`src/design/lbs_pkg.sv`:
```
// ----------------------------------------------------------------------------
// lbs_pkg
// shared types and constants for the skinning block
// ----------------------------------------------------------------------------
package lbs_pkg;

  localparam int unsigned NumBonesDefault = 256;
  localparam int unsigned QuotBits = 64;

  typedef enum logic [3:0] {
    ST_IDLE,
    ST_RDM,
    ST_MUL,
    ST_ACC,
    ST_WCHK,
    ST_DIVS,
    ST_DIVW,
    ST_WMUL,
    ST_ADD,
    ST_OUT
  } state_e;

  localparam logic REQ_LOAD = 1'b0;
  localparam logic REQ_SKIN = 1'b1;

endpackage

```
`src/design/lbs_div.sv`:
```
// ----------------------------------------------------------------------------
// lbs_div
// radix-2 restoring divider for unsigned magnitudes, one quotient bit a cycle
// ----------------------------------------------------------------------------
module lbs_div (
  input  logic                                 clk_i,
  input  logic                                 rst_ni,
  input  logic                                 start_i,
  input  logic [lbs_pkg::QuotBits-1:0]         num_i,
  input  logic [lbs_pkg::QuotBits-1:0]         den_i,
  output logic                                 done_o,
  output logic [lbs_pkg::QuotBits-1:0]         quot_o
);

  localparam int unsigned CntW = $clog2(lbs_pkg::QuotBits + 1);

  logic [lbs_pkg::QuotBits-1:0] num_q, num_d, den_q, den_d;
  logic [lbs_pkg::QuotBits:0]   rem_q, rem_d, trial;
  logic [CntW-1:0]              cnt_q, cnt_d;
  logic                         busy_q, busy_d;

  assign trial  = {rem_q[lbs_pkg::QuotBits-1:0], num_q[lbs_pkg::QuotBits-1]};
  assign done_o = busy_q && (cnt_q == '0);
  assign quot_o = num_q;

  always_comb begin
    num_d  = num_q;
    den_d  = den_q;
    rem_d  = rem_q;
    cnt_d  = cnt_q;
    busy_d = busy_q;
    if (start_i) begin
      num_d  = num_i;
      den_d  = den_i;
      rem_d  = '0;
      cnt_d  = CntW'(lbs_pkg::QuotBits);
      busy_d = 1'b1;
    end else if (busy_q) begin
      if (cnt_q == '0) begin
        busy_d = 1'b0;
      end else begin
        cnt_d = cnt_q - 1'b1;
        if (trial >= {1'b0, den_q}) begin
          rem_d = trial - {1'b0, den_q};
          num_d = {num_q[lbs_pkg::QuotBits-2:0], 1'b1};
        end else begin
          rem_d = trial;
          num_d = {num_q[lbs_pkg::QuotBits-2:0], 1'b0};
        end
      end
    end
  end

  always_ff @(posedge clk_i or negedge rst_ni) begin
    if (!rst_ni) begin
      busy_q <= 1'b0;
      cnt_q  <= '0;
    end else begin
      busy_q <= busy_d;
      cnt_q  <= cnt_d;
    end
  end

  always_ff @(posedge clk_i) begin
    num_q <= num_d;
    den_q <= den_d;
    rem_q <= rem_d;
  end

endmodule

```
`config.mk`:
```
export PLATFORM = sky130hd
export DESIGN_NAME = lbs_div
export DESIGN_NICKNAME = d
export VERILOG_FILES = /design/src/design/lbs_pkg.sv /design/src/design/lbs_div.sv
export SDC_FILE = /design/constraint.sdc
export NUM_CORES = 1
export LEC_CHECK = 0
export BUFFER_PORTS_ARGS = -buffer_cell sky130_fd_sc_hd__buf_2
export CELL_PAD_IN_SITES_DETAIL_PLACEMENT = 1
export CELL_PAD_IN_SITES_GLOBAL_PLACEMENT = 2
export CORE_UTILIZATION = 30
export CTS_CLUSTER_SIZE = 20
export DETAILED_ROUTE_END_ITERATION = 6
export PLACE_DENSITY = 0.72
export SLEW_MARGIN = 5
export SYNTH_ARGS = -nofsm -noshare
export SYNTH_HDL_FRONTEND = slang
export SYNTH_SLANG_ARGS = --single-unit
```
`constraint.sdc`:
```
create_clock -name clk_i -period 3.3 [get_ports clk_i]
set_input_delay 0 -clock clk_i [delete_from_list [all_inputs] [get_ports clk_i]]
set_output_delay 0 -clock clk_i [all_outputs]
set_load 0.005 [all_outputs]
```
==> results of run 1 <==
==> worst max-delay path by stage <==
| stage | start | end | slack, ps | cells after the start |
|---|---|---|---|---|
| global route | den_q[13] | rem_q[22] | -110 | 15 |
| global placement | den_q[21] | rem_q[58] | -90 | 13 |
| finish | den_q[15] | rem_q[22] | -20 | 15 |
| CTS | quot_o[63] | rem_q[60] | 3 | 13 |
| floorplan | quot_o[63] | rem_q[58] | 80 | 14 |
| detailed placement | den_q[15] | rem_q[58] | -170 | 14 |
==> synth_stat cells (23+ instances only) <==
library cell | number | share of area [%]
sky130_fd_sc_hd__nand2_1 | 158 | 5.0
sky130_fd_sc_hd__edfxtp_1 | 128 | 33
sky130_fd_sc_hd__a21oi_1 | 108 | 4.6
sky130_fd_sc_hd__inv_1 | 84 | 2.7
sky130_fd_sc_hd__nor2_1 | 74 | 2.4
sky130_fd_sc_hd__o21ai_0 | 74 | 3.1
sky130_fd_sc_hd__ha_1 | 66 | 7.0
sky130_fd_sc_hd__mux2_2 | 66 | 6.3
sky130_fd_sc_hd__dfxtp_1 | 64 | 11
sky130_fd_sc_hd__clkbuf_1 | 54 | 1.7
sky130_fd_sc_hd__xnor2_1 | 41 | 3.0
sky130_fd_sc_hd__a21o_1 | 30 | 1.9
sky130_fd_sc_hd__nand4_1 | 26 | 1.4
sky130_fd_sc_hd__a311oi_1 | 23 | 1.7
==> worst register-to-register path: stages, from the launching register on <==
cell,delay (ps)
sky130_fd_sc_hd__edfxtp_1,330
sky130_fd_sc_hd__inv_1,40
sky130_fd_sc_hd__ha_1,290
sky130_fd_sc_hd__and3_4,200
sky130_fd_sc_hd__nand2_2,60
sky130_fd_sc_hd__or4_4,500
sky130_fd_sc_hd__a211oi_4,260
sky130_fd_sc_hd__o21a_1,240
sky130_fd_sc_hd__o21ai_4,90
sky130_fd_sc_hd__o41ai_4,370
sky130_fd_sc_hd__buf_4,180
sky130_fd_sc_hd__buf_12,150
sky130_fd_sc_hd__buf_12,150
sky130_fd_sc_hd__nand2_2,50
sky130_fd_sc_hd__o211ai_1,140
sky130_fd_sc_hd__a21oi_1,120
==> flip-flops by register name, summed over array words and instances (netlist names) <==
| signal | flops |
|---|---|
| busy_q | 1 |
| den_q | 64 |
| rem_q | 64 |
| cnt_q | 7 |
| quot_o | 64 |
==> metrics by stage <==
step | setup TNS (ps) | cell area (sq um) | total power, uW
final | -28.3 | 16400 | 13600
after floorplan | 0 | 11800 | 7930
after global placement | -129 | 13900 | 10400
after CTS | 0 | 15900 | 13000
after detailed placement | -411 | 13900 | 10400
after global routing | -1590 | 16400 | 14500
==> final cells by class <==
class / count / area share [%]
Inverter: 85 / 1.94
Tap cell: 518 / 3.94
Clock buffer: 17 / 2.59
Clock inverter: 15 / 1.19
Sequential cell: 200 / 32.4
Multi-Input combinational cell: 876 / 38.1
Timing Repair Buffer: 435 / 19.9
==> where the power goes <==
| group | leakage (uW) | internal [uW] | switching, uW |
|---|---|---|---|
| combinational | 0.00477 | 3410 | 4080 |
| clock | 0.000295 | 1040 | 1180 |
| sequential | 0.00192 | 3390 | 470 |
| total | 0.00699 | 7830 | 5730 |
==> repair_timing <==
item | CTS | global route
pin swaps | 4 | 39
hold buffers | 131 | 0
gates cloned | 1 | 1
endpoints found under the hold margin | 142 | 0
resized for setup | 8 | 88
setup buffers | 0 | 13
endpoints found under the setup margin | 13 | 63
==> layer usage <==
metal  global-route usage [%]  vias to the layer above  part of all wire, %  routed length, microns
met4                     5.37                        0                  1.6                     661
met5                        0                        -                    0                       0
li1                         -                     5233                    -                       -
met3                     4.60                       39                  4.3                    1740
met1                     25.5                     5191                   45                   18100
met2                     34.6                      194                   49                   19800
==> cells by family after synthesis <==
group | Yosys count | share of synthesized area [%]
simple gates | 332 | 12.6
mux | 74 | 6.98
fa+ha+maj | 67 | 7.17
xor+xnor | 59 | 4.38
compound gates | 344 | 18.7
buf+inv | 151 | 4.96
flops | 200 | 45.2
==> summary.txt, run 1 <==
status = finished, violations left
failing checks = negative setup slack
clock tree skew after final layout = 15.9 ps
critical register-to-register path startpoint = den_q[15]
Setup violations, final = 2
PortBufs = 195
residual DRC count = 0
# placed instances = 1968
DIE WIDTH = 200 microns
Worst Hold Margin = 219 ps
violation count after the first detailed-routing iteration = 537
end of the worst register-to-register path = rem_q[22]
GRT Resource Usage Total = 20.2%
post-synthesis instance area = 0.0118 sq mm
total of flip-flops plus latches after synthesis = 200
Seq. cell area = 0.00533 sq mm
area inside the core boundary = 0.0387 sq mm
root buffer cell = sky130_fd_sc_hd__clkbuf_16
logic depth of the worst register-to-register path = 15
Buf/Inv on CP = 4
number of max-slew violations in the final report = 0
share of async-settable or async-resettable flops after synthesis = 4.00%
dpl ws = -172 ps
ratio of total power to cell area = 825 mW/mm^2
final global-route overflow total = 0
Post-Syn Area per Cell = 9.61 sq um
kind of launch point of the worst setup path = flop
kind of path behind the tightest hold check = primary input to flop
Syn. warnings = 0
min Tclk post-route = 3320 ps
post-synthesis cell type count = 68
maximum number of pins on one net before global-route repair = 100
category of cells accounting for the largest share of critical-path delay = compound AO/OA/AOI/OAI gates
Die Span Y = 200 microns
number of filler instances in the final layout = 4429
Register-to-Register Setup Slack = -20 ps
Num CTS Buffers = 17
slew of the pin with the lowest slew margin = 771 ps
sequential cell area fraction in the yosys report = 45.2%
Num Clock Sinks = 200
via count of the first global-routing pass = 11600
Slew HR = 48.5%
MaxCap Viol Count = 0
fin util = 42.4%
CTS max path bufs = 2
number of H-tree levels = 4
Critical Path End Type = flop
EDFF count, synth = 128
number of nets produced by synthesis = 1425
total wirelength of the detailed-routed design = 40400 microns
Crit path arrival time = 3670 ps
RSZ-0062 raised after global routing = yes
die area = 0.0401 sq mm
fraction of final layout cells sized beyond drive strength 1 = 29.5%
Most used DFF post-synth = sky130_fd_sc_hd__edfxtp_1
number of antenna diodes = 0
Final Wtd Congestion = 0.846
cells along the critical path = inv_1, ha_1, and3_4, nand2_2, or4_4, a211oi_4, o21a_1, o21ai_4, o41ai_4, buf_4, buf_12, buf_12, nand2_2, o211ai_1, a21oi_1
hold path depth = 2
slowest CP cell = sky130_fd_sc_hd__or4_4
layout overhead on the synthesized area = 39.4%
via count = 10700
Min-Delay Startpoint = den_i[55]
antenna violations before repair = 1
clock transition at the register clock pins on the worst setup and hold paths after CTS = 90 ps
TritonCTS clock tree = done
Post-DP HPWL = 28200 microns
Final period util = 101%
net count of the finished layout = 1813
highest fanout seen on the critical path = 11
leading cell type in the layout, fill and taps excluded = sky130_fd_sc_hd__buf_2
number of hold violations in the final report = 0
peak supply drop = 0.435 mV
sink of the worst hold path = den_q[55]
Detail Route Antenna Nets = 0
initial core utilization = 30.4%
Slowest Stage Delay on Critical Path = 500 ps
Final Instance Count excl. Fillers = 2146
area of the multi-input gates = 0.00626 sq mm
most frequent cells in the layout = sky130_fd_sc_hd__buf_2, sky130_fd_sc_hd__nand2_1, sky130_fd_sc_hd__dlygate4sd3_1, sky130_fd_sc_hd__edfxtp_1, sky130_fd_sc_hd__a21oi_1
clock latency reported for the late side of the worst-skew pair = 490 ps
highest achievable clock rate = 301 MHz
worst-case setup margin in the final layout = -24.3 ps
wire length per cell after detailed routing = 18.8 microns
Leak = 0.00699 uW
first-pass GRT wire length = 64000 microns
IO Pins = 196
routed via count divided by cell count = 4.97
Worst Setup Path Type = flop to flop
row count = 72
router iterations before antenna repair = 5
Mapped Cells = 1227
required time at the worst-slack endpoint = 3650 ps
Power figures use the tool's default switching activity.
==> run 2: changes to the inputs <==
--- a/config.mk
+++ b/config.mk
@@ -11,7 +11,7 @@
 export CORE_UTILIZATION = 30
 export CTS_CLUSTER_SIZE = 20
 export DETAILED_ROUTE_END_ITERATION = 6
-export PLACE_DENSITY = 0.72
+export PLACE_DENSITY = 0.69
 export SLEW_MARGIN = 5
 export SYNTH_ARGS = -nofsm -noshare
 export SYNTH_HDL_FRONTEND = slang
==> constraint.sdc (replaced) <==
create_clock -name clk_i -period 3.6 [get_ports clk_i]
set_input_delay 0 -clock clk_i [delete_from_list [all_inputs] [get_ports clk_i]]
set_output_delay 0 -clock clk_i [all_outputs]
set_load 0.005 [all_outputs]
==> run 2 against run 1 <==
Compared with the run above:
- the run now ends clean
- first-iteration DRC count down 18%
- via count down 2.7%
- cell count down 3.4%
- die area unchanged
- critical endpoint is now rem_q[60]
- count of clock-buffer cells in the layout increased by 2
- clock skew shrank 0.98 ps
- global-route usage shrank 0.79 points
- non-clock buffer count shrank 73
- largest cell class unchanged
- worst setup slack better by 190 ps
- fmax shrank 3.2%
==> summary.txt, run 2 (synthesized netlist as in run 1, its figures left out) <==
total wirelength of the detailed-routed design = 39100 microns
MaxCap Viol Count = 0
DIE WIDTH = 200 microns
layout overhead on the synthesized area = 31.4%
highest fanout seen on the critical path = 11
ratio of total power to cell area = 737 mW/mm^2
TritonCTS clock tree = done
Final Wtd Congestion = 0.819
Num CTS Buffers = 17
routed via count divided by cell count = 5.00
clock transition at the register clock pins on the worst setup and hold paths after CTS = 90 ps
Min-Delay Startpoint = start_i
antenna violations before repair = 0
Buf/Inv on CP = 1
number of H-tree levels = 4
first-pass GRT wire length = 61500 microns
Leak = 0.00657 uW
slew of the pin with the lowest slew margin = 925 ps
leading cell type in the layout, fill and taps excluded = sky130_fd_sc_hd__buf_2
Worst path most repeated cell = sky130_fd_sc_hd__nand2_1
Setup violations, final = 0
row count = 72
RSZ-0062 raised after global routing = no
maximum number of pins on one net before global-route repair = 90
kind of launch point of the worst setup path = flop
CTS max path bufs = 2
fin util = 40.0%
sink of the worst hold path = cnt_q[5]
fraction of final layout cells sized beyond drive strength 1 = 22.7%
required time at the worst-slack endpoint = 4030 ps
cells along the critical path = inv_1, ha_1, and3_1, nand2_1, or4_1, a211oi_4, o21a_1, o21ai_2, o41a_4, or3_1, mux2_2, nand2_1
router iterations before antenna repair = 4
PortBufs = 195
min Tclk post-route = 3430 ps
final global-route overflow total = 0
Slowest Stage Delay on Critical Path = 580 ps
via count of the first global-routing pass = 11200
residual DRC count = 0
IO Pins = 196
end of the worst register-to-register path = rem_q[60]
setup TNS after final layout = 0 ps
number of hold violations in the final report = 0
Crit path arrival time = 3870 ps
critical register-to-register path startpoint = den_q[15]
initial core utilization = 30.4%
Detail Route Antenna Nets = 0
violation count after the first detailed-routing iteration = 441
Num Clock Sinks = 200
number of antenna diodes = 0
most frequent cells in the layout = sky130_fd_sc_hd__buf_2, sky130_fd_sc_hd__nand2_1, sky130_fd_sc_hd__dlygate4sd3_1, sky130_fd_sc_hd__edfxtp_1, sky130_fd_sc_hd__a21oi_1
Critical Path End Type = flop
peak supply drop = 0.351 mV
clock tree skew after final layout = 14.9 ps
net count of the finished layout = 1740
Die Span Y = 200 microns
GRT Resource Usage Total = 19.4%
hold path depth = 2
root buffer cell = sky130_fd_sc_hd__clkbuf_16
logic depth of the worst register-to-register path = 12
number of max-slew violations in the final report = 0
highest achievable clock rate = 291 MHz
category of cells accounting for the largest share of critical-path delay = simple AND/OR/NAND/NOR gates
Slew HR = 38.1%
status = finished clean
kind of path behind the tightest hold check = primary input to flop
Final period util = 95.4%
Register-to-Register Setup Slack = 170 ps
slowest CP cell = sky130_fd_sc_hd__o41a_4
die area = 0.0401 sq mm
Post-DP HPWL = 27600 microns
via count = 10400
total number of cells along the worst setup path = 12
wire length per cell after detailed routing = 18.9 microns
area inside the core boundary = 0.0387 sq mm
clock latency reported for the late side of the worst-skew pair = 480 ps
Worst Setup Path Type = flop to flop
==> run 2: where the power goes <==
part | switching, uW | total (uW) | internal [uW]
Combinational | 3430 | 5850 | 2420
Clock | 1030 | 2060 | 1020
Sequential | 411 | 3510 | 3100
Total | 4880 | 11400 | 6550
==> run 2: per-stage QoR <==
stage | std cells | hold WS, ps | instance area, sq um | setup slack [ps] | power, uW
2_1_floorplan | 1227 | -296 | 11800 | 377 | 7270
4_1_cts | 2071 | 44.7 | 15400 | 30.6 | 11400
3_5_place_dp | 1909 | -144 | 13500 | 55.0 | 9140
5_1_grt | 2073 | 75.9 | 15500 | 9.70 | 12300
3_3_place_gp | 1909 | -142 | 13500 | 43.8 | 9060
6_report | 2073 | 63.7 | 15500 | 165 | 11400
==> run 2: final cells by class <==
type / instances / area, sq um
Clock buffer: 19 / 443
Clock inverter: 13 / 175
Fill cell: 4470 / 23200
Inverter: 85 / 319
Multi-Input combinational cell: 876 / 5960
Sequential cell: 200 / 5330
Tap cell: 518 / 648
Timing Repair Buffer: 362 / 2620
==> run 2: routing by layer <==
layer	track usage, %	part of all wire (%)	up-vias
met3	4.54	4.4	33
met2	33.0	48	182
met4	5.04	1.2	0
met1	24.6	46	5076
met5	0	0	-
li1	-	-	5080
==> run 2: worst max-delay path by stage <==
stage,from,end
final,den_q[15],rem_q[60]
after global routing,den_q[15],rem_q[19]
after floorplan,quot_o[63],rem_q[58]
after CTS,quot_o[63],rem_q[58]
after global placement,den_q[21],rem_q[58]
after detailed placement,den_q[15],rem_q[58]
==> run 2: what timing repair did <==
item / in CTS / in global routing
hold endpoints to repair: 136 / 0
hold buffers: 130 / 0
setup endpoints to repair: 1 / 46
pin swaps: 0 / 6
cloned: 0 / 1
setup buffers: 0 / 1
resized for setup: 1 / 19
==> run 3: changes to the inputs <==
--- a/config.mk
+++ b/config.mk
@@ -8,6 +8,7 @@
 export BUFFER_PORTS_ARGS = -buffer_cell sky130_fd_sc_hd__buf_2
 export CELL_PAD_IN_SITES_DETAIL_PLACEMENT = 1
 export CELL_PAD_IN_SITES_GLOBAL_PLACEMENT = 2
+export CORE_MARGIN = 2
 export CORE_UTILIZATION = 30
 export CTS_CLUSTER_SIZE = 20
 export DETAILED_ROUTE_END_ITERATION = 6
==> run 3 against run 2 <==
Compared with the run above:
- clock power fell by 2%
- register-to-register slack improved by 40 ps
- largest power group unchanged
- sequential power hardly changed
==> summary.txt, run 3 (synthesized netlist as in run 1, its figures left out) <==
status = finished clean
kind of launch point of the worst setup path = flop
Num CTS Buffers = 17
clock tree skew after final layout = 16.5 ps
RSZ-0062 raised after global routing = no
leading cell type in the layout, fill and taps excluded = sky130_fd_sc_hd__buf_2
residual DRC count = 0
slowest CP cell = sky130_fd_sc_hd__o41a_4
highest achievable clock rate = 295 MHz
fraction of final layout cells sized beyond drive strength 1 = 22.5%
Detail Route Antenna Nets = 0
number of max-slew violations in the final report = 0
CTS max path bufs = 2
total wirelength of the detailed-routed design = 38700 microns
Final period util = 94.2%
Slowest Stage Delay on Critical Path = 560 ps
most frequent cells in the layout = sky130_fd_sc_hd__buf_2, sky130_fd_sc_hd__nand2_1, sky130_fd_sc_hd__dlygate4sd3_1, sky130_fd_sc_hd__edfxtp_1, sky130_fd_sc_hd__a21oi_1
MaxCap Viol Count = 0
routed via count divided by cell count = 4.98
required time at the worst-slack endpoint = 3950 ps
Crit path arrival time = 3750 ps
Post-DP HPWL = 27400 microns
GRT Resource Usage Total = 19.0%
critical register-to-register path startpoint = den_q[15]
number of H-tree levels = 4
peak supply drop = 0.335 mV
Buf/Inv on CP = 2
IO Pins = 196
maximum number of pins on one net before global-route repair = 70
wire length per cell after detailed routing = 18.6 microns
Design Power = 11300 uW
Crit. Startpoint = den_q[15]
worst-case setup margin in the final layout = 209 ps
Setup violations, final = 0
Slew HR = 42.8%
slew of the pin with the lowest slew margin = 855 ps
ratio of total power to cell area = 733 mW/mm^2
clock latency reported for the late side of the worst-skew pair = 470 ps
Num Clock Sinks = 200
router iterations before antenna repair = 5
min Tclk post-route = 3390 ps
TritonCTS clock tree = done
root buffer cell = sky130_fd_sc_hd__clkbuf_16
number of filler instances in the final layout = 4456
Die Span Y = 202 microns
Worst Setup Path Type = flop to flop
violation count after the first detailed-routing iteration = 496
Min-Delay Startpoint = start_i
via count = 10400
Critical Path End Type = flop
kind of path behind the tightest hold check = primary input to flop
setup TNS after final layout = 0 ps
Final Wtd Congestion = 0.822
dpl ws = 33.8 ps
Worst Hold Margin = 34.5 ps
PortBufs = 195
area of the multi-input gates = 0.00594 sq mm
number of hold violations in the final report = 0
antenna violations before repair = 1
first-pass GRT wire length = 61400 microns
final global-route overflow total = 0
Seq. cell area = 0.00533 sq mm
via count of the first global-routing pass = 11200
Leak = 0.00659 uW
initial core utilization = 30.4%
die area = 0.0409 sq mm
category of cells accounting for the largest share of critical-path delay = compound AO/OA/AOI/OAI gates
cells along the critical path = inv_1, ha_2, and3_1, nand2_1, or4_1, a211oi_4, o21a_2, o21ai_4, o41a_4, buf_4, o311a_1
highest fanout seen on the critical path = 22
DIE WIDTH = 202 microns
row count = 72
net count of the finished layout = 1746
area inside the core boundary = 0.0387 sq mm
clock transition at the register clock pins on the worst setup and hold paths after CTS = 80 ps
layout overhead on the synthesized area = 31.3%
[run 3: cell type report]
| cell class | count | share of cell area, % |
|---|---|---|
| diodes | 2 | 0.0323 |
| clock buffers | 18 | 2.77 |
| clock inverters | 13 | 1.04 |
| inverters | 85 | 2.06 |
| multi-input cells | 876 | 38.4 |
| flip-flops and latches | 200 | 34.4 |
| well taps | 518 | 4.19 |
| repair buffers | 368 | 17.2 |
[run 3: final timing paths]
| path | end | slack [ps] | depth (start not counted) |
|---|---|---|---|
| min in group asynchronous | cnt_q[1] | 540 | 3 |
| max in group asynchronous | cnt_q[4] | 2780 | 3 |
| setup reg to reg | rem_q[63] | 210 | 11 |
| hold reg to reg | rem_q[10] | 490 | 2 |
| setup / recovery | rem_q[63] | 210 | 11 |
| hold / removal | rem_q[22] | 30 | 2 |
[run 3: power breakdown]
| part | internal, uW | total, uW | switching (uW) |
|---|---|---|---|
| Clock | 1040 | 2020 | 975 |
| Combinational | 2420 | 5810 | 3390 |
| Sequential | 3100 | 3520 | 413 |
[run 3: per-stage QoR]
step,util [%],cells,cell area [sq um]
2_1_floorplan,-,1227,11800
3_5_place_dp,34.8,1914,13500
5_1_grt,40.0,2079,15500
3_3_place_gp,34.8,1914,13500
6_report,40.0,2080,15500
4_1_cts,39.7,2075,15400
[run 3: per-layer routing]
metal,vias to the layer above,part of all wire [%],GRT usage (%)
met1,5062,47,24.4
li1,5098,-,-
met4,0,1.3,5.11
met5,-,0,0
met3,29,3.7,4.16
met2,171,48,32.2
[run 3: timing repair]
action	4_1_cts	5_1_grt
pin swaps	0	4
setup buffers	0	2
setup endpoints to repair	2	50
resized for setup	1	17
hold buffers	130	0
gates cloned	0	1
endpoints found under the hold margin	136	0
